`src/rtl/core/lsfs_pkg.sv`:
```
// ----------------------------------------------------------------------------
// lsfs_pkg: shared types and codes of the led strip frame serializer
// Register indexes, protocol, channel order and brightness codes, the job
// descriptor passed from the front end to the byte sequencer.
// ----------------------------------------------------------------------------
package lsfs_pkg;

	// register indexes on the configuration port
	localparam logic [1:0] REG_PROTOCOL   = 2'd0;
	localparam logic [1:0] REG_ORDER      = 2'd1;
	localparam logic [1:0] REG_BRIGHTNESS = 2'd2;

	// protocol codes
	localparam logic [1:0] PROTO_NONE   = 2'd0;
	localparam logic [1:0] PROTO_STREAM = 2'd1;
	localparam logic [1:0] PROTO_FRAME  = 2'd2;

	// channel order codes, anything else gives gray
	localparam logic [2:0] ORDER_RGB = 3'd1;
	localparam logic [2:0] ORDER_RBG = 3'd2;
	localparam logic [2:0] ORDER_GRB = 3'd3;
	localparam logic [2:0] ORDER_GBR = 3'd4;
	localparam logic [2:0] ORDER_BRG = 3'd5;
	localparam logic [2:0] ORDER_BGR = 3'd6;

	// brightness codes, anything else counts as low
	localparam logic [2:0] BRIGHT_LOW  = 3'd1;
	localparam logic [2:0] BRIGHT_MED  = 3'd2;
	localparam logic [2:0] BRIGHT_HIGH = 3'd3;
	localparam logic [2:0] BRIGHT_FULL = 3'd4;

	// frame bytes
	localparam logic [7:0] HDR_MARK    = 8'hE0;
	localparam int         FRAME_ZEROS = 4;

	// short queue between front end and sequencer
	localparam int QUEUE_DEPTH = 2;
	localparam int QUEUE_AW    = 1;
	localparam int QUEUE_CW    = 2;

	typedef struct packed {
		logic [1:0] protocol;
		logic [2:0] order;
		logic [2:0] bright;
	} cfg_t;

	// one pixel, ready for the sequencer
	typedef struct packed {
		logic [7:0] c0;
		logic [7:0] c1;
		logic [7:0] c2;
		logic [7:0] header;
		logic       frame;
		logic       first;
		logic       last;
	} job_t;

endpackage

```
`src/rtl/core/lsfs_front.sv`:
```
// ----------------------------------------------------------------------------
// lsfs_front: pixel intake and colour preparation
// Accepts pixels, orders or greys the channels, tracks the pixel position,
// then scales stream bytes and builds the header for the sequencer.
// ----------------------------------------------------------------------------
module lsfs_front #(
	parameter int NUM_LEDS = 64
) (
	input  logic          clk,
	input  logic          arst_n,
	input  lsfs_pkg::cfg_t cfg,
	input  logic          push,
	output logic          full,
	input  logic [7:0]    red,
	input  logic [7:0]    green,
	input  logic [7:0]    blue,
	output logic          job_valid,
	input  logic          job_ready,
	output lsfs_pkg::job_t job
);
	import lsfs_pkg::*;

	localparam int          POS_W      = (NUM_LEDS > 1) ? $clog2(NUM_LEDS) : 1;
	localparam logic [POS_W-1:0] POS_LAST = POS_W'(NUM_LEDS - 1);
	localparam logic [19:0] GRAY_RECIP = 20'd683;

	logic             valid_s1;
	logic [7:0]       c0_s1, c1_s1, c2_s1;
	logic             frame_s1, first_s1, last_s1;
	logic [2:0]       bright_s1;
	logic [POS_W-1:0] pos_q;

	logic       s1_ready, load;
	logic [9:0] sum;
	logic [19:0] prod;
	logic [7:0] gray, c0_d, c1_d, c2_d;
	logic       pos_last;

	// brightness scaling of one stream byte
	function automatic logic [7:0] scale_byte(input logic [7:0] v, input logic [2:0] lvl);
		logic [7:0]  f;
		logic [7:0]  thr;
		logic [15:0] p;
		logic [7:0]  r;
		case (lvl)
			BRIGHT_HIGH: begin f = 8'd200; thr = 8'd1; end
			BRIGHT_MED:  begin f = 8'd100; thr = 8'd2; end
			default:     begin f = 8'd50;  thr = 8'd5; end
		endcase
		p = 16'(v) * 16'(f);
		if (lvl == BRIGHT_FULL || v == 8'd0)
			r = v;
		else if (v <= thr)
			r = 8'd1;
		else
			r = p[15:8];
		return r;
	endfunction

	// global brightness level of the frame header
	function automatic logic [4:0] header_level(input logic [2:0] lvl);
		logic [4:0] l;
		case (lvl)
			BRIGHT_FULL: l = 5'd31;
			BRIGHT_HIGH: l = 5'd20;
			BRIGHT_MED:  l = 5'd10;
			default:     l = 5'd5;
		endcase
		return l;
	endfunction

	// intake handshake, pixels with no protocol selected are dropped on entry
	assign s1_ready = !valid_s1 || job_ready;
	assign full     = !s1_ready;
	assign load     = push && s1_ready &&
	                  (cfg.protocol == PROTO_STREAM || cfg.protocol == PROTO_FRAME);
	assign pos_last = (pos_q == POS_LAST);

	// grey average by reciprocal multiply, exact for sums up to 765
	assign sum  = 10'(red) + 10'(green) + 10'(blue);
	assign prod = 20'(sum) * GRAY_RECIP;
	assign gray = prod[18:11];

	// channel permutation
	always_comb begin
		case (cfg.order)
			ORDER_RGB: begin c0_d = red;   c1_d = green; c2_d = blue;  end
			ORDER_RBG: begin c0_d = red;   c1_d = blue;  c2_d = green; end
			ORDER_GRB: begin c0_d = green; c1_d = red;   c2_d = blue;  end
			ORDER_GBR: begin c0_d = green; c1_d = blue;  c2_d = red;   end
			ORDER_BRG: begin c0_d = blue;  c1_d = red;   c2_d = green; end
			ORDER_BGR: begin c0_d = blue;  c1_d = green; c2_d = red;   end
			default:   begin c0_d = gray;  c1_d = gray;  c2_d = gray;  end
		endcase
	end

	// stage 1 control and pixel position
	always_ff @(posedge clk or negedge arst_n) begin
		if (!arst_n) begin
			valid_s1 <= 1'b0;
			pos_q    <= '0;
		end else begin
			if (s1_ready)
				valid_s1 <= load;
			if (load)
				pos_q <= pos_last ? '0 : pos_q + POS_W'(1);
		end
	end

	// stage 1 payload
	always_ff @(posedge clk) begin
		if (load) begin
			c0_s1     <= c0_d;
			c1_s1     <= c1_d;
			c2_s1     <= c2_d;
			frame_s1  <= (cfg.protocol == PROTO_FRAME);
			first_s1  <= (pos_q == '0);
			last_s1   <= pos_last;
			bright_s1 <= cfg.bright;
		end
	end

	// scaling and header towards the queue
	assign job_valid  = valid_s1;
	assign job.c0     = frame_s1 ? c0_s1 : scale_byte(c0_s1, bright_s1);
	assign job.c1     = frame_s1 ? c1_s1 : scale_byte(c1_s1, bright_s1);
	assign job.c2     = frame_s1 ? c2_s1 : scale_byte(c2_s1, bright_s1);
	assign job.header = HDR_MARK | {3'b000, header_level(bright_s1)};
	assign job.frame  = frame_s1;
	assign job.first  = first_s1;
	assign job.last   = last_s1;

endmodule

```
`src/rtl/core/lsfs_queue.sv`:
```
// ----------------------------------------------------------------------------
// lsfs_queue: short job queue
// Two-entry queue of pixel jobs between the front end and the sequencer.
// ----------------------------------------------------------------------------
module lsfs_queue (
	input  logic           clk,
	input  logic           arst_n,
	input  logic           push,
	output logic           ready,
	input  lsfs_pkg::job_t  wr_job,
	output logic           valid,
	input  logic           take,
	output lsfs_pkg::job_t  rd_job
);
	import lsfs_pkg::*;

	job_t                mem_q [QUEUE_DEPTH];
	logic [QUEUE_AW-1:0] wr_ptr_q, rd_ptr_q;
	logic [QUEUE_CW-1:0] count_q;
	logic                do_push, do_take;

	assign ready   = (count_q < QUEUE_CW'(QUEUE_DEPTH));
	assign valid   = (count_q != '0);
	assign do_push = push && ready;
	assign do_take = take && valid;
	assign rd_job  = mem_q[rd_ptr_q];

	// pointers and fill level
	always_ff @(posedge clk or negedge arst_n) begin
		if (!arst_n) begin
			wr_ptr_q <= '0;
			rd_ptr_q <= '0;
			count_q  <= '0;
		end else begin
			if (do_push)
				wr_ptr_q <= wr_ptr_q + QUEUE_AW'(1);
			if (do_take)
				rd_ptr_q <= rd_ptr_q + QUEUE_AW'(1);
			if (do_push && !do_take)
				count_q <= count_q + QUEUE_CW'(1);
			else if (!do_push && do_take)
				count_q <= count_q - QUEUE_CW'(1);
		end
	end

	// storage
	always_ff @(posedge clk) begin
		if (do_push)
			mem_q[wr_ptr_q] <= wr_job;
	end

	a_fill_up: assert property (@(posedge clk) disable iff (!arst_n)
		do_push && !do_take |=> count_q == $past(count_q) + QUEUE_CW'(1))
		else $error("queue fill level did not rise on push");
	a_fill_down: assert property (@(posedge clk) disable iff (!arst_n)
		!do_push && do_take |=> count_q == $past(count_q) - QUEUE_CW'(1))
		else $error("queue fill level did not fall on take");
	a_ptr_gap: assert property (@(posedge clk) disable iff (!arst_n)
		QUEUE_AW'(wr_ptr_q - rd_ptr_q) == count_q[QUEUE_AW-1:0])
		else $error("queue pointers disagree with fill level");

endmodule

```
`src/rtl/core/lsfs_back.sv`:
```
// ----------------------------------------------------------------------------
// lsfs_back: strip byte sequencer
// Frame mode: start frame (first pixel), header, colours, end frame (last
// pixel); stream: colours. Output register takes one byte per cycle if free.
// ----------------------------------------------------------------------------
module lsfs_back #(
	parameter int NUM_LEDS = 64
) (
	input  logic          clk,
	input  logic          arst_n,
	input  logic          job_valid,
	input  lsfs_pkg::job_t job,
	output logic          job_take,
	output logic          empty,
	input  logic          pop,
	output logic [7:0]    out_byte,
	output logic          last_of_run,
	output logic          end_of_frame
);
	import lsfs_pkg::*;

	localparam int TAIL_LEN = FRAME_ZEROS + NUM_LEDS / 16 + 1;
	localparam int CNT_W    = $clog2(TAIL_LEN);

	typedef enum logic [4:0] {
		PH_BEGIN = 5'b00001,
		PH_START = 5'b00010,
		PH_HEAD  = 5'b00100,
		PH_DATA  = 5'b01000,
		PH_TAIL  = 5'b10000
	} phase_t;

	phase_t           phase_q, cur, nxt;
	logic [CNT_W-1:0] cnt_q, cnt_d;
	logic             out_valid_q;
	logic [7:0]       out_byte_q;
	logic             last_q, eof_q;
	logic             emit, fin;
	logic [7:0]       byte_d;

	assign emit     = job_valid && (!out_valid_q || pop);
	assign job_take = emit && fin;

	// byte selection and step to the next byte
	always_comb begin
		if (phase_q == PH_BEGIN)
			cur = !job.frame ? PH_DATA : (job.first ? PH_START : PH_HEAD);
		else
			cur = phase_q;
		byte_d = 8'h00;
		fin    = 1'b0;
		nxt    = cur;
		cnt_d  = cnt_q + CNT_W'(1);
		case (cur)
			PH_START: begin
				if (cnt_q == CNT_W'(FRAME_ZEROS - 1)) begin
					nxt   = PH_HEAD;
					cnt_d = '0;
				end
			end
			PH_HEAD: begin
				byte_d = job.header;
				nxt    = PH_DATA;
				cnt_d  = '0;
			end
			PH_DATA: begin
				case (cnt_q[1:0])
					2'd0:    byte_d = job.c0;
					2'd1:    byte_d = job.c1;
					default: byte_d = job.c2;
				endcase
				if (cnt_q == CNT_W'(2)) begin
					fin   = !job.frame || !job.last;
					nxt   = PH_TAIL;
					cnt_d = '0;
				end
			end
			PH_TAIL: begin
				fin = (cnt_q == CNT_W'(TAIL_LEN - 1));
			end
			default: begin
				nxt = PH_BEGIN;
			end
		endcase
		if (fin) begin
			nxt   = PH_BEGIN;
			cnt_d = '0;
		end
	end

	// sequencer state and output register control
	always_ff @(posedge clk or negedge arst_n) begin
		if (!arst_n) begin
			phase_q     <= PH_BEGIN;
			cnt_q       <= '0;
			out_valid_q <= 1'b0;
		end else begin
			if (emit) begin
				phase_q <= nxt;
				cnt_q   <= cnt_d;
			end
			out_valid_q <= emit || (out_valid_q && !pop);
		end
	end

	// output payload
	always_ff @(posedge clk) begin
		if (emit) begin
			out_byte_q <= byte_d;
			last_q     <= fin;
			eof_q      <= fin && job.last;
		end
	end

	assign empty        = !out_valid_q;
	assign out_byte     = out_byte_q;
	assign last_of_run  = last_q;
	assign end_of_frame = eof_q;

	a_eof_final: assert property (@(posedge clk) disable iff (!arst_n)
		!empty && end_of_frame |-> last_of_run)
		else $error("end of frame without end of run");
	a_take_shows_final: assert property (@(posedge clk) disable iff (!arst_n)
		job_take |=> !empty && last_of_run)
		else $error("job retired without its final byte on the output");
	a_count_range: assert property (@(posedge clk) disable iff (!arst_n)
		(phase_q == PH_BEGIN && cnt_q == '0) ||
		(phase_q == PH_START && cnt_q <= CNT_W'(FRAME_ZEROS - 1)) ||
		(phase_q == PH_HEAD && cnt_q == '0) ||
		(phase_q == PH_DATA && cnt_q <= CNT_W'(2)) ||
		(phase_q == PH_TAIL && cnt_q <= CNT_W'(TAIL_LEN - 1)))
		else $error("byte counter out of range for its phase");

endmodule

```
`src/rtl/core/led_strip_frame_serializer.sv`:
```
// ----------------------------------------------------------------------------
// led_strip_frame_serializer: RGB pixels in, LED strip bytes out
// Pixels enter through a push/full queue port; strip bytes leave through an
// empty/pop queue port, one byte per pop, with last_of_run on the final byte
// of each pixel and end_of_frame on the final byte of the strip frame.
// Configuration (protocol, channel order, brightness) is written through
// cfg_we/cfg_index/cfg_data; the user must write it only while the block is
// idle, as the block does not enforce this. The sequencer puts out one byte
// per cycle while the receiver pops; a pixel is 3 bytes in stream mode and 4
// in frame mode; the first pixel of a frame adds 4 start bytes and the last
// adds 4 + NUM_LEDS/16 + 1 end bytes. The first byte of a pixel passes the
// intake stage, the queue and the output register in that order.
// Pixels arriving with no protocol selected are taken and dropped.
// Reset clears configuration, control state, pixel position and the queue.
// When the receiver stops popping, the output register holds its byte, the
// two-entry job queue and intake stage fill, and then full rises.
// ----------------------------------------------------------------------------
module led_strip_frame_serializer #(
	parameter int NUM_LEDS = 64
) (
	input  logic       clk,
	input  logic       arst_n,
	input  logic       cfg_we,
	input  logic [1:0] cfg_index,
	input  logic [2:0] cfg_data,
	input  logic       push,
	output logic       full,
	input  logic [7:0] red,
	input  logic [7:0] green,
	input  logic [7:0] blue,
	output logic       empty,
	input  logic       pop,
	output logic [7:0] out_byte,
	output logic       last_of_run,
	output logic       end_of_frame
);
	import lsfs_pkg::*;

	cfg_t cfg_q;
	job_t front_job, back_job;
	logic front_valid, queue_ready, queue_valid, queue_take;

	// configuration registers
	always_ff @(posedge clk or negedge arst_n) begin
		if (!arst_n) begin
			cfg_q <= '0;
		end else if (cfg_we) begin
			case (cfg_index)
				REG_PROTOCOL:   cfg_q.protocol <= cfg_data[1:0];
				REG_ORDER:      cfg_q.order    <= cfg_data;
				REG_BRIGHTNESS: cfg_q.bright   <= cfg_data;
				default: ;
			endcase
		end
	end

	lsfs_front #(
		.NUM_LEDS(NUM_LEDS)
	) u_front (
		.clk       (clk),
		.arst_n    (arst_n),
		.cfg       (cfg_q),
		.push      (push),
		.full      (full),
		.red       (red),
		.green     (green),
		.blue      (blue),
		.job_valid (front_valid),
		.job_ready (queue_ready),
		.job       (front_job)
	);

	lsfs_queue u_queue (
		.clk    (clk),
		.arst_n (arst_n),
		.push   (front_valid),
		.ready  (queue_ready),
		.wr_job (front_job),
		.valid  (queue_valid),
		.take   (queue_take),
		.rd_job (back_job)
	);

	lsfs_back #(
		.NUM_LEDS(NUM_LEDS)
	) u_back (
		.clk          (clk),
		.arst_n       (arst_n),
		.job_valid    (queue_valid),
		.job          (back_job),
		.job_take     (queue_take),
		.empty        (empty),
		.pop          (pop),
		.out_byte     (out_byte),
		.last_of_run  (last_of_run),
		.end_of_frame (end_of_frame)
	);

endmodule
```
`config.mk`:
```
export PLATFORM = sky130hd
export DESIGN_NAME = led_strip_frame_serializer
export DESIGN_NICKNAME = d
export VERILOG_FILES = /design/src/rtl/core/lsfs_pkg.sv /design/src/rtl/core/lsfs_front.sv /design/src/rtl/core/lsfs_queue.sv /design/src/rtl/core/lsfs_back.sv /design/src/rtl/core/led_strip_frame_serializer.sv
export SDC_FILE = /design/constraint.sdc
export NUM_CORES = 1
export LEC_CHECK = 0
export ABC_CLOCK_PERIOD_IN_PS = 5400
export BUFFER_PORTS_ARGS = -buffer_cell sky130_fd_sc_hd__buf_4
export CORE_ASPECT_RATIO = 0.75
export CORE_MARGIN = 4
export CORE_UTILIZATION = 45
export CTS_BUF_LIST = sky130_fd_sc_hd__clkbuf_8
export DETAILED_ROUTE_END_ITERATION = 10
export GPL_ROUTABILITY_DRIVEN = 0
export HOLD_SLACK_MARGIN = 0.03
export PLACE_DENSITY_LB_ADDON = 0.25
export REMOVE_ABC_BUFFERS = 1
export SETUP_SLACK_MARGIN = 0.02
export SLEW_MARGIN = 20
export SYNTH_ARGS = -nofsm -noshare
export SYNTH_HDL_FRONTEND = slang
export SYNTH_HIERARCHICAL = 1
export SYNTH_SLANG_ARGS = --single-unit
```
`constraint.sdc`:
```
create_clock -name clk -period 5.4 [get_ports clk]
set_input_delay 0.81 -clock clk [delete_from_list [all_inputs] [get_ports clk]]
set_output_delay 0.81 -clock clk [all_outputs]
set_load 0.01 [all_outputs]
```
-- After elaboration in Yosys (flattened, before gate mapping)
Memory sizes are Yosys's and may differ from the RTL's.
Cells that the tools add are included.
- add/sub/neg operators: 8
- multiply operators: 4
- divide/modulo/power cells: 0
- order comparisons: 4
- eq/ne operators: 23
- shifts and indexed selects: 0
- multiplexer cells: 35
- bitwise logic cells: 0
- reductions and logical operators: 46
- operators by type and width (cell ; count):
    $mux W8 ; 9
    $pmux W8 S3 ; 3
    $mul A8 B8 Y16 ; 3
    $pmux W8 S2 ; 3
    $mux W5 ; 5
    $le A8 B3 Y1 ; 3
    $logic_not A8 Y1 ; 3
    $pmux W5 S4 ; 1
    $mul A10 B10 Y19 const B ; 1
    $reduce_or A2 Y1 ; 9
    $pmux W5 S3 ; 1
    $eq A3 B2 Y1 const B ; 4
    $eq A3 B3 Y1 const B ; 4
    $mux W4 ; 3
    $pmux W4 S3 ; 1
    $add A10 B8 Y10 ; 1
    $logic_and A1 B1 Y1 ; 10
    $add A8 B8 Y9 ; 1
    $eq A4 B2 Y1 const B ; 2
    $logic_not A1 Y1 ; 8
    $logic_or A1 B1 Y1 ; 8
    $add A6 B1 Y6 const B ; 1
    $eq A2 B1 Y1 const B ; 3
    $eq A6 B6 Y1 const B ; 1
    23 further kinds ; 32
- register bits: 69
- latch bits: 0
- memory bits (writable): 64
- ROM bits: 0
- input port bits: 34
- output and inout port bits: 12
- word-level logic and storage cells: 142
- memories kept: 1
- memory list (name ; depth ; width ; rd ports ; clocked after Yosys merged registers in ; wr ports ; line ; source):
    u_queue.mem_q ; 2 ; 32 ; 1 ; 0 ; 1 ; lsfs_queue.sv:17 ; job_t mem_q [QUEUE_DEPTH];

-- Longest topological paths before layout
Gate-level depths: netlist of run 1.
An unclocked memory read counts as a cell.
- depth in word-level cells: 11
- mapped depth: 27
- gate-level depth less buffers: 27

-- By module
Netlist of run 1, hierarchy kept.
- modules (own cells, without submodules) (module ; instances ; cells an instance ; area an instance (µm²) ; sequential area each (µm²)):
    lsfs_front ; 1 ; 1141 ; 10123.5 ; 1076.0
    lsfs_queue ; 1 ; 126 ; 2869.0 ; 2202.1
    lsfs_back ; 1 ; 122 ; 1218.7 ; 551.8
    led_strip_frame_serializer ; 1 ; 19 ; 317.8 ; 200.2

-- Worst setup path before layout of run 1
OpenSTA, ideal clock, no wires.
- kind: input -> register
- from: input red[1]
- to: register u_front.c0_s1[6], data pin
- library setup time: 0.261 ns
- arrival time: 6.335 ns
- data required time: 5.139 ns
- path slack: -1.195 ns
- stages: 27
- path buffers: 0
- path through: inv_1 -> fa_1 -> inv_1 -> ha_1 -> inv_1 -> fa_1 -> nor2b_1 -> o31ai_1 -> nand2b_1 -> a21oi_1 -> xnor2_2 -> xnor2_1 -> ha_1 -> inv_1 -> fa_1 -> inv_1 -> fa_1 -> inv_1 -> fa_1 -> inv_1 -> ha_1 -> a2111oi_4 -> o21ai_2 -> o221ai_4 -> a21o_4 -> a311oi_2 -> a221o_1
- cells in the longest elaborated chain, start to end: 4
- ends and longest elaborated chain (item ; line ; source):
    start: declaration ; led_strip_frame_serializer.sv:28 ; input logic [7:0] red,
    $add A8 B8 Y9 ; lsfs_front.sv:80 ; assign sum = 10'(red) + 10'(green) + 10'(blue);
    $add A10 B8 Y10 ; lsfs_front.sv:80 ;
    $mul A10 B10 Y19 ; lsfs_front.sv:81 ; assign prod = 20'(sum) * GRAY_RECIP;
    $pmux W8 S3 ; lsfs_front.sv:86 ; case (cfg.order)
    named net u_front.c0_d[6] ; lsfs_front.sv:36 ; logic [7:0] gray, c0_d, c1_d, c2_d;
    end signal: assignment ; lsfs_front.sv:113 ; c0_s1 <= c0_d;
    end: declaration ; lsfs_front.sv:28 ; logic [7:0] c0_s1, c1_s1, c2_s1;
The timed path passes the listed nets, and every way through them passes these cells.
A chain may end at the register's enable or synchronous reset.

-- Worst setup path after layout of run 1
- from: input green[2]
- to: register u_front.c0_s1[3], data pin
- cells in the longest elaborated chain, start to end: 4
- ends and longest elaborated chain (item ; line ; source):
    start: declaration ; led_strip_frame_serializer.sv:29 ; input logic [7:0] green,
    $add A8 B8 Y9 ; lsfs_front.sv:80 ;
    $add A10 B8 Y10 ; lsfs_front.sv:80 ;
    $mul A10 B10 Y19 ; lsfs_front.sv:81 ;
    $pmux W8 S3 ; lsfs_front.sv:86 ;
    named net u_front.c0_d[3] ; lsfs_front.sv:36 ;
The timed path passes the listed nets, and every way through them passes these cells.

==> flow_metrics.py, run 1 <==
metrics = {
    "timing": {
        "slew_headroom_pct": 56.13,
        "max_clock_freq_ghz": 0.1576,
        "transition_at_the_pin_with_the_smallest_max_transition_slack_ns": 0.6581,
        "timing.final.crit_period_ns": 6.347,
        "hold_violations": 0,
        "report.final.slew_viol_count": 0,
        "grt_setup_unrepaired": "true",
        "layout_setup_ws_ns": -0.9466,
        "finalClockSkew_ns": 0.02033,
        "finalSetupViolCount": 24,
        "finalCritPeriodShare_pct": 117.5,
        "total_negative_setup_slacks_ns": -19.87,
        "timing.hold.ws_ns": 0.2842,
    },
    "layout": {
        "mostFrequentLayoutCells": "223 x sky130_fd_sc_hd__inv_1, 177 x sky130_fd_sc_hd__buf_4, 174 x sky130_fd_sc_hd__ha_1, 113 x sky130_fd_sc_hd__fa_1, 110 x sky130_fd_sc_hd__edfxtp_1",
        "diodes": 0,
        "multi_input_area_mm2": 0.009849,
        "finalNetCount": 1907,
        "layout.area.seq_mm2": 0.004031,
        "finalCoreUtilization_pct": 54.50,
        "areaGrowthSynthToFinish_pct": 18.28,
        "share_of_layout_cells_above_drive_strength_1_pct": 23.86,
        "filler_cell_count": 2737,
        "layout_commonest_cell": "sky130_fd_sc_hd__inv_1",
    },
    "clocking": {
        "clockRootBuffer": "sky130_fd_sc_hd__clkbuf_8",
        "htree_levels": 4,
        "cts_buffer_depth": 2,
        "clock_insertion_delay_worst_skew_ns": 0.45,
        "clock_tree_from_tritoncts": "done",
        "cts_buffers": 17,
        "cts_hold_repair.buffers": 0,
        "clock_sinks": 139,
        "clk_pin_slew_ns": 0.10,
    },
    "yosys": {
        "yosys.area.top_type_share_pct": 22.74,
        "synth_seq_cells": 139,
        "synth.top_cells.by_area": "sky130_fd_sc_hd__edfxtp_1 23%, sky130_fd_sc_hd__ha_1 16%, sky130_fd_sc_hd__fa_1 16%, sky130_fd_sc_hd__inv_1 6.0%, sky130_fd_sc_hd__dfrtp_1 4.8%",
        "synth_ff_type": "sky130_fd_sc_hd__edfxtp_1",
        "yosys_warnings": 6,
        "async_flop_share_pct": 20.86,
        "yosysSeqAreaShare_pct": 27.74,
        "synth-edff-count": 110,
        "netlist.top_cell.by_area": "sky130_fd_sc_hd__edfxtp_1",
        "synth.avg_cell_area_um2": 10.32,
        "syn_inst": 1408,
        "post_synth_num_cell_types": 97,
        "post_synth_instance_area_mm2": 0.01453,
    },
    "outcome": {
        "violations": "negative setup slack",
        "run_status": "complete, but fails checks",
    },
    "global_routing": {
        "grtUsageMet1_pct": 30.04,
        "gr-total-overflow": 0,
        "grt_busiest_layer": "met2",
        "globalRouteMet3Util_pct": 2.734,
        "via_count_of_the_first_global_routing_pass": 10950,
        "wire_length_of_the_first_global_routing_pass_um": 56580,
        "globalRouteTotalUtil_pct": 19.88,
        "number_of_antenna_violations_at_the_first_check_in_global_routing": 0,
        "use_met2_pct": 30.45,
        "grt_max_degree": 40,
    },
    "min_path": {
        "hold_class": "input pin to async pin",
    },
    "placement": {
        "pre_cts_ws_ns": -1.690,
        "io_buffer_count": 45,
        "hpwlAfterDp_um": 27370,
    },
    "die": {
        "core_mm2": 0.03153,
        "num_rows": 56,
        "chipHeight_um": 163.6,
        "die-area_mm2": 0.03525,
        "initial_core_utilization_pct": 46.08,
        "width_of_the_die_um": 215.5,
        "floorplan.io_pins": 46,
    },
    "worst_setup_path": {
        "end_kind": "flop",
        "max_stage_delay_ns": 0.53,
        "worst_path_max_delay_cell": "sky130_fd_sc_hd__fa_1",
        "worst-path-max-fanout": 5,
        "critical-path-top-cell-by-count": "sky130_fd_sc_hd__fa_1",
        "required_ns": 5.61,
        "timing.critical_path.from_type": "input pin",
        "worst-setup-path-type": "input pin to flop",
        "crit_arrival_ns": 6.56,
    },
    "routing": {
        "route.antenna.remaining_nets": 0,
        "drt-initial-drc-count": 709,
        "route.detailed.wl_per_inst_um": 17.51,
        "routed_via_count_divided_by_cell_count": 5.378,
        "drtPass1Iterations": 7,
        "detailed_route_via_count": 10700,
        "post-route-drc-count": 0,
        "finalWirelength_um": 34840,
    },
    "job": {
        "max_capacitance_violation_total": 0,
    },
}
-- stage by stage --
step                cell area, µm²  cells
floorplan                    14260   1361
global placement             16090   1939
detailed placement           16090   1939
CTS                          16830   1982
global route                 17190   1990
finish                       17190   1990
-- state kept, by name, indices dropped and copies added (netlist names) --
name / count
u_front/c1_s1: 8
u_queue/count_q: 2
u_queue/rd_ptr_q: 1
u_front/bright_s1: 3
u_back/end_of_frame: 1
u_front/last_s1: 1
u_front/pos_q: 6
cfg_q: 8
u_back/last_of_run: 1
u_front/job_valid: 1
u_queue/wr_ptr_q: 1
u_back/out_byte: 8
u_back/cnt_q: 4
u_back/out_valid_q: 1
u_front/c0_s1: 8
u_queue/mem_q: 70
u_front/c2_s1: 8
u_back/phase_q: 5
u_front/first_s1: 1
u_front/frame_s1: 1
-- kinds of logic after synthesis --
group / share of synthesized area [%]
simple gates: 11.67
fa+ha+maj: 31.95
buf+inv: 7.888
compound gates: 12.91
flops: 27.74
mux: 5.176
xor+xnor: 2.644
other cells: 0.02581
-- worst paths after layout --
check                                       endpoint                 start  cells after the start  slack, ns
min in group clk                 u_queue/mem_q[0][0]       u_front/last_s1                      0       0.46
worst max-delay path                u_front/c0_s1[3]              green[2]                     30      -0.95
worst min register to register   u_queue/mem_q[0][0]       u_front/last_s1                      0       0.46
max in group asynchronous          u_back/phase_q[0]                arst_n                      1       4.80
worst max register to register  u_queue/mem_q[0][25]  u_front/bright_s1[1]                     18       0.25
worst min-delay path                 u_back/cnt_q[3]                arst_n                      1       0.28
-- metal layers --
| layer | up-vias | wire length [µm] |
|---|---|---|
| met5 | - | 0 |
| met4 | 0 | 521 |
| met3 | 45 | 1885 |
| met2 | 275 | 15490 |
| met1 | 5213 | 16940 |
| li1 | 5170 | - |
-- final cells by class --
cell class / count / area share [%]
Clock inverter: 15 / 1.027
Timing Repair Buffer: 191 / 8.781
Inverter: 233 / 5.104
Sequential cell: 139 / 23.46
Multi-Input combinational cell: 989 / 57.31
Tap cell: 406 / 2.956
Clock buffer: 17 / 1.361
-- what timing repair did --
item                       in CTS  in global routing
gates cloned                    0                  1
setup endpoints to repair      24                 42
pin swaps                      42                 42
resized for setup              53                 57
buffers inserted               12                  6
-- worst max-delay path, delay by kind of cell --
family	cells	cell delay [ns]
xor gates and xnor gates	1	0.14
AOI/OAI and AO/OA	6	1.00
buffers and inverters	11	1.07
and+or+nand+nor	5	0.70
adders and majority gates	7	2.85
-- synthesized netlist by cell type (all sizes together), types with 11 or more instances --
master	count
mux2	50
a22o	12
buf	23
o21ai	58
ha	187
nor2b	14
nand2	99
a21o	11
nor3	13
nor2	61
inv	233
o221ai	15
xnor2	29
xor2	14
a211oi	11
a21oi	47
clkbuf	26
dfrtp	28
fa	115
and3	12
nand2b	25
edfxtp	110
and2	56
o22ai	13
Power of run 1 is left out: the tool's default activity adds up to more than one toggle a clock period on the data nets, which glitch-free logic cannot reach.
==> inputs of run 2 (changes only) <==
--- a/config.mk
+++ b/config.mk
@@ -5,6 +5,7 @@
 export SDC_FILE = /design/constraint.sdc
 export NUM_CORES = 1
 export LEC_CHECK = 0
+export ABC_AREA = 1
 export ABC_CLOCK_PERIOD_IN_PS = 5400
 export BUFFER_PORTS_ARGS = -buffer_cell sky130_fd_sc_hd__buf_4
 export CORE_ASPECT_RATIO = 0.75
@@ -13,6 +14,7 @@
 export CTS_BUF_LIST = sky130_fd_sc_hd__clkbuf_8
 export DETAILED_ROUTE_END_ITERATION = 10
 export GPL_ROUTABILITY_DRIVEN = 0
+export GPL_TIMING_DRIVEN = 1
 export HOLD_SLACK_MARGIN = 0.03
 export PLACE_DENSITY_LB_ADDON = 0.25
 export REMOVE_ABC_BUFFERS = 1
==> flow_metrics.py, run 2 <==
metrics = {
    "yosys": {
        "synth_seq_cells": 139,
        "post_synth_num_cell_types": 50,
        "post_synth_instance_area_mm2": 0.01469,
        "synth.top_cells.by_area": "sky130_fd_sc_hd__edfxtp_1 22%, sky130_fd_sc_hd__ha_1 16%, sky130_fd_sc_hd__fa_1 16%, sky130_fd_sc_hd__nand2_1 10%, sky130_fd_sc_hd__inv_1 9.0%",
        "yosys.area.top_type_share_pct": 22.48,
        "synth.avg_cell_area_um2": 8.310,
        "yosys_warnings": 6,
        "post_synth_most_frequent_cells": "391 x sky130_fd_sc_hd__nand2_1, 353 x sky130_fd_sc_hd__inv_1, 187 x sky130_fd_sc_hd__ha_1",
        "yosysSeqAreaShare_pct": 27.43,
        "synth-edff-count": 110,
        "netlist.top_cell.by_area": "sky130_fd_sc_hd__edfxtp_1",
        "syn_inst": 1768,
        "async_flop_share_pct": 20.86,
        "synth_ff_type": "sky130_fd_sc_hd__edfxtp_1",
        "synth_most_common_cell": "sky130_fd_sc_hd__nand2_1",
    },
    "timing": {
        "max_clock_freq_ghz": 0.1798,
        "timing.hold.ws_ns": 0.2554,
        "finalClockSkew_ns": 0.01263,
        "grt_setup_unrepaired": "true",
        "finalSetupViolCount": 24,
        "timing.final.crit_period_ns": 5.561,
        "report.final.slew_viol_count": 0,
        "hold_violations": 0,
        "layout_setup_ws_ns": -0.1614,
        "slew_headroom_pct": 27.11,
        "finalCritPeriodShare_pct": 103.0,
        "transition_at_the_pin_with_the_smallest_max_transition_slack_ns": 1.091,
    },
    "routing": {
        "drt-initial-drc-count": 805,
        "routed_via_count_divided_by_cell_count": 5.063,
        "post-route-drc-count": 0,
        "drtPass1Iterations": 5,
        "route.detailed.wl_per_inst_um": 14.99,
        "detailed_route_via_count": 11960,
        "finalWirelength_um": 35410,
        "route.antenna.remaining_nets": 0,
    },
    "die": {
        "floorplan.io_pins": 46,
        "width_of_the_die_um": 216.6,
        "core_mm2": 0.03231,
        "num_rows": 57,
        "initial_core_utilization_pct": 45.47,
        "die-area_mm2": 0.03563,
        "chipHeight_um": 164.5,
    },
    "layout": {
        "layout_commonest_cell": "sky130_fd_sc_hd__nand2_1",
        "biggest_register": "u_queue/mem_q",
        "areaGrowthSynthToFinish_pct": 15.90,
        "mostFrequentLayoutCells": "373 x sky130_fd_sc_hd__nand2_1, 339 x sky130_fd_sc_hd__inv_1, 170 x sky130_fd_sc_hd__ha_1, 142 x sky130_fd_sc_hd__buf_4, 139 x sky130_fd_sc_hd__nor2_1",
        "largest_register_ff_count": 70,
        "share_of_layout_cells_above_drive_strength_1_pct": 17.18,
        "finalCoreUtilization_pct": 52.71,
        "finalNetCount": 2246,
        "diodes": 0,
        "stdcell_area_mm2": 0.01703,
    },
    "worst_setup_path": {
        "critical-path-top-delay-family": "adder cells",
        "critPathBufInv": 11,
        "worst-path-max-fanout": 4,
        "critical_path.startpoint": "green[1]",
        "max_stage_delay_ns": 0.51,
        "worst-setup-path-type": "input pin to flop",
        "timing.critical_path.from_type": "input pin",
        "end_kind": "flop",
        "required_ns": 5.63,
        "crit_arrival_ns": 5.79,
        "worst_path_max_delay_cell": "sky130_fd_sc_hd__fa_1",
        "critical-path-top-cell-by-count": "sky130_fd_sc_hd__nand2_2",
        "worst_r2r_startpoint": "u_front/bright_s1[2]",
    },
    "clocking": {
        "clockRootBuffer": "sky130_fd_sc_hd__clkbuf_8",
        "cts_hold_repair.buffers": 0,
        "clk_pin_slew_ns": 0.08,
        "clock_tree_from_tritoncts": "done",
        "clock_insertion_delay_worst_skew_ns": 0.48,
        "htree_levels": 4,
        "cts_buffers": 17,
        "clock_sinks": 139,
        "cts_buffer_depth": 2,
    },
    "placement": {
        "placed_cell_area_mm2": 0.01611,
        "hpwlAfterDp_um": 28730,
        "io_buffer_count": 45,
    },
    "global_routing": {
        "globalRouteTotalUtil_pct": 20.43,
        "grt_max_degree": 38,
        "via_count_of_the_first_global_routing_pass": 11680,
        "wire_length_of_the_first_global_routing_pass_um": 58660,
        "gr-total-overflow": 0,
        "number_of_antenna_violations_at_the_first_check_in_global_routing": 0,
    },
    "job": {
        "max_capacitance_violation_total": 0,
    },
    "min_path": {
        "hold_class": "input pin to async pin",
    },
    "outcome": {
        "run_status": "complete, but fails checks",
        "violations": "negative setup slack",
    },
}
-- run 2: path summary, 6_finish.rpt --
kind                                        end  slack, ns  depth (start not counted)
max                            u_front/c1_s1[7]      -0.16                         37
min                           u_back/phase_q[1]       0.26                          1
max reg2reg                u_queue/mem_q[0][18]       0.31                         20
min reg2reg                 u_queue/mem_q[1][1]       0.45                          0
max in group asynchronous     u_back/phase_q[0]       4.82                          1
min in group clk            u_queue/mem_q[1][1]       0.45                          0
-- run 2: metal layers --
metal | vias up | part of all wire, % | global-route usage (%)
met5 | - | 0 | 0
met4 | 0 | 1.3 | 4.594
met3 | 38 | 6.7 | 3.605
met2 | 385 | 41 | 29.50
met1 | 5616 | 51 | 31.83
li1 | 5924 | - | -
-- run 2: repair_timing --
item / CTS / global route
pin swaps: 36 / 27
setup buffers: 9 / 2
gates cloned: 0 / 0
setup endpoints to repair: 24 / 34
resized for setup: 63 / 36
-- run 2: kinds of logic (layout without fill, tap and decap cells) --
| group | count (synthesis) | count (layout) | share of synthesized area, % |
|---|---|---|---|
| AND/OR/NAND/NOR | 712 | 712 | 20.77 |
| buffers and inverters | 399 | 550 | 10.90 |
| adder cells (fa/ha/maj) | 302 | 302 | 31.60 |
| AO/OA/AOI/OAI | 189 | 189 | 7.673 |
| flip-flops | 139 | 139 | 27.43 |
| XOR/XNOR | 26 | 26 | 1.601 |
| other | 1 | 3 | 0.02552 |
-- run 2: area by class of cell --
class	count	area, µm²
flip-flops and latches	139	4030
clock buffers	17	234.0
fillers	3009	15280
multi-input cells	1232	9493
inverters	371	1415
repair buffers	149	1174
clock inverters	13	128.9
well taps	442	553.0
-- run 2: stage by stage --
step / setup TNS [ns] / setup WS [ns] / cells
floorplan: -38.70 / -0.6595 / 1742
global placement: -21.38 / -0.9763 / 2321
detailed placement: -25.36 / -1.146 / 2321
CTS: -0.1507 / -0.05558 / 2360
global route: -7.607 / -0.3406 / 2363
finish: -2.945 / -0.1614 / 2363
Power of run 2 is left out for the same reason.
==> inputs of run 3 (changes only) <==
--- a/config.mk
+++ b/config.mk
@@ -8,6 +8,9 @@
 export ABC_AREA = 1
 export ABC_CLOCK_PERIOD_IN_PS = 5400
 export BUFFER_PORTS_ARGS = -buffer_cell sky130_fd_sc_hd__buf_4
+export CAP_MARGIN = 20
+export CELL_PAD_IN_SITES_DETAIL_PLACEMENT = 0
+export CELL_PAD_IN_SITES_GLOBAL_PLACEMENT = 1
 export CORE_ASPECT_RATIO = 0.75
 export CORE_MARGIN = 4
 export CORE_UTILIZATION = 45
@@ -17,7 +20,6 @@
 export GPL_TIMING_DRIVEN = 1
 export HOLD_SLACK_MARGIN = 0.03
 export PLACE_DENSITY_LB_ADDON = 0.25
-export REMOVE_ABC_BUFFERS = 1
 export SETUP_SLACK_MARGIN = 0.02
 export SLEW_MARGIN = 20
 export SYNTH_ARGS = -nofsm -noshare
==> flow_metrics.py, run 3 (synthesis results as in run 2) <==
metrics = {
    "layout": {
        "largest_register_ff_count": 70,
        "finalNetCount": 2245,
        "biggest_register": "u_queue/mem_q",
        "share_of_layout_cells_above_drive_strength_1_pct": 17.17,
        "areaGrowthSynthToFinish_pct": 16.10,
        "mostFrequentLayoutCells": "375 x sky130_fd_sc_hd__nand2_1, 343 x sky130_fd_sc_hd__inv_1, 170 x sky130_fd_sc_hd__ha_1, 142 x sky130_fd_sc_hd__buf_4, 138 x sky130_fd_sc_hd__nor2_1",
        "finalCoreUtilization_pct": 52.79,
        "layout_commonest_cell": "sky130_fd_sc_hd__nand2_1",
        "layoutNonFillerInstCount": 2364,
        "stdcell_area_mm2": 0.01706,
        "diodes": 0,
    },
    "die": {
        "die-area_mm2": 0.03563,
        "floorplan.io_pins": 46,
        "core_mm2": 0.03231,
        "chipHeight_um": 164.5,
        "num_rows": 57,
        "initial_core_utilization_pct": 45.47,
        "width_of_the_die_um": 216.6,
    },
    "global_routing": {
        "via_count_of_the_first_global_routing_pass": 11600,
        "gr-total-overflow": 0,
        "grt_max_degree": 38,
        "wire_length_of_the_first_global_routing_pass_um": 59560,
        "globalRouteTotalUtil_pct": 20.78,
        "number_of_antenna_violations_at_the_first_check_in_global_routing": 0,
    },
    "worst_setup_path": {
        "crit_arrival_ns": 5.73,
        "critPathBufInv": 9,
        "critical-path-top-cell-by-count": "sky130_fd_sc_hd__inv_2",
        "end_kind": "flop",
        "required_ns": 5.60,
        "worst-setup-path-type": "input pin to flop",
        "critical-path-top-delay-family": "adder cells",
        "timing.critical_path.from_type": "input pin",
        "worst-path-max-fanout": 4,
        "worst_path_max_delay_cell": "sky130_fd_sc_hd__fa_1",
        "max_stage_delay_ns": 0.49,
    },
    "clocking": {
        "cts_buffers": 17,
        "clk_pin_slew_ns": 0.08,
        "clockRootBuffer": "sky130_fd_sc_hd__clkbuf_8",
        "htree_levels": 4,
        "clock_tree_from_tritoncts": "done",
        "clock_insertion_delay_worst_skew_ns": 0.45,
        "cts_buffer_depth": 2,
        "clock_sinks": 139,
        "cts_hold_repair.buffers": 0,
    },
    "timing": {
        "finalCritPeriodShare_pct": 102.4,
        "report.final.slew_viol_count": 0,
        "finalSetupViolCount": 24,
        "max_clock_freq_ghz": 0.1808,
        "layout_setup_ws_ns": -0.1297,
        "hold_violations": 0,
        "slew_headroom_pct": 30.82,
        "transition_at_the_pin_with_the_smallest_max_transition_slack_ns": 1.035,
        "grt_setup_unrepaired": "true",
        "timing.final.crit_period_ns": 5.530,
        "finalClockSkew_ns": 0.01025,
    },
    "outcome": {
        "run_status": "complete, but fails checks",
        "violations": "negative setup slack",
    },
    "routing": {
        "route.detailed.wl_per_inst_um": 15.25,
        "routed_via_count_divided_by_cell_count": 5.004,
        "drt-initial-drc-count": 791,
        "route.antenna.remaining_nets": 0,
        "detailed_route_via_count": 11830,
        "finalWirelength_um": 36040,
        "drtPass1Iterations": 5,
        "post-route-drc-count": 0,
    },
    "min_path": {
        "hold_class": "input pin to async pin",
    },
    "placement": {
        "placed_cell_area_mm2": 0.01625,
        "io_buffer_count": 45,
        "hpwlAfterDp_um": 29420,
        "placedCellCount": 2316,
    },
    "job": {
        "max_capacitance_violation_total": 0,
    },
}
[run 3: metrics by stage]
stage	TNS, ns	hold slack [ns]	setup slack (ns)
after floorplan	-5.204	0.4253	-0.2754
after global placement	-14.03	0.4351	-0.6623
after CTS	-0.7399	0.2756	-0.07767
after global routing	-7.254	0.2952	-0.3606
after detailed placement	-15.71	0.4384	-0.7032
final	-2.075	0.2826	-0.1297
[run 3: per-layer routing]
layer | wire length (µm) | track usage [%] | up-vias
li1 | - | - | 5918
met1 | 18120 | 32.07 | 5553
met2 | 15310 | 30.89 | 332
met3 | 2200 | 3.623 | 27
met4 | 412 | 3.809 | 0
met5 | 0 | 0 | -
[run 3: final timing paths]
kind | to | slack, ns | cells after the start | startpoint
setup / recovery | u_front/c1_s1[0] | -0.13 | 32 | green[1]
hold / removal | u_back/phase_q[2] | 0.28 | 1 | arst_n
setup reg to reg | u_queue/mem_q[0][33] | 0.25 | 20 | u_front/bright_s1[2]
hold reg to reg | u_front/bright_s1[1] | 0.45 | 0 | cfg_q[1]
max in group asynchronous | u_back/phase_q[0] | 4.79 | 1 | arst_n
min in group clk | u_front/bright_s1[1] | 0.45 | 0 | cfg_q[1]
[run 3: layout make-up]
cell class,instances,area [µm²]
clock buffer,19,261.5
clock inverter,13,105.1
fill,3031,15250
inverter,371,1419
multi-input combinational,1232,9510
sequential,139,4030
tap,442,553.0
timing repair buffer,148,1177
[run 3: repair_timing]
item	CTS	global route
pin swaps	19	21
endpoints found under the setup margin	24	44
buffers inserted	11	4
gates resized for setup	19	45
[run 3: worst reg2reg max path, stage by stage, from the launching register on]
cell	delay (ns)
sky130_fd_sc_hd__edfxtp_1	0.42
sky130_fd_sc_hd__nor2_2	0.14
sky130_fd_sc_hd__inv_1	0.10
sky130_fd_sc_hd__nor2_4	0.19
sky130_fd_sc_hd__inv_2	0.09
sky130_fd_sc_hd__buf_12	0.16
sky130_fd_sc_hd__nor2_1	0.29
sky130_fd_sc_hd__fa_1	0.48
sky130_fd_sc_hd__fa_1	0.55
sky130_fd_sc_hd__inv_1	0.06
sky130_fd_sc_hd__fa_1	0.52
sky130_fd_sc_hd__fa_1	0.56
sky130_fd_sc_hd__inv_1	0.05
sky130_fd_sc_hd__ha_1	0.34
sky130_fd_sc_hd__nand2_1	0.08
sky130_fd_sc_hd__nand2_1	0.07
sky130_fd_sc_hd__o21bai_1	0.18
sky130_fd_sc_hd__nand2_1	0.08
sky130_fd_sc_hd__nand4_1	0.11
sky130_fd_sc_hd__o21ai_0	0.30
sky130_fd_sc_hd__nand2_1	0.14
Power of run 3 is left out for the same reason.
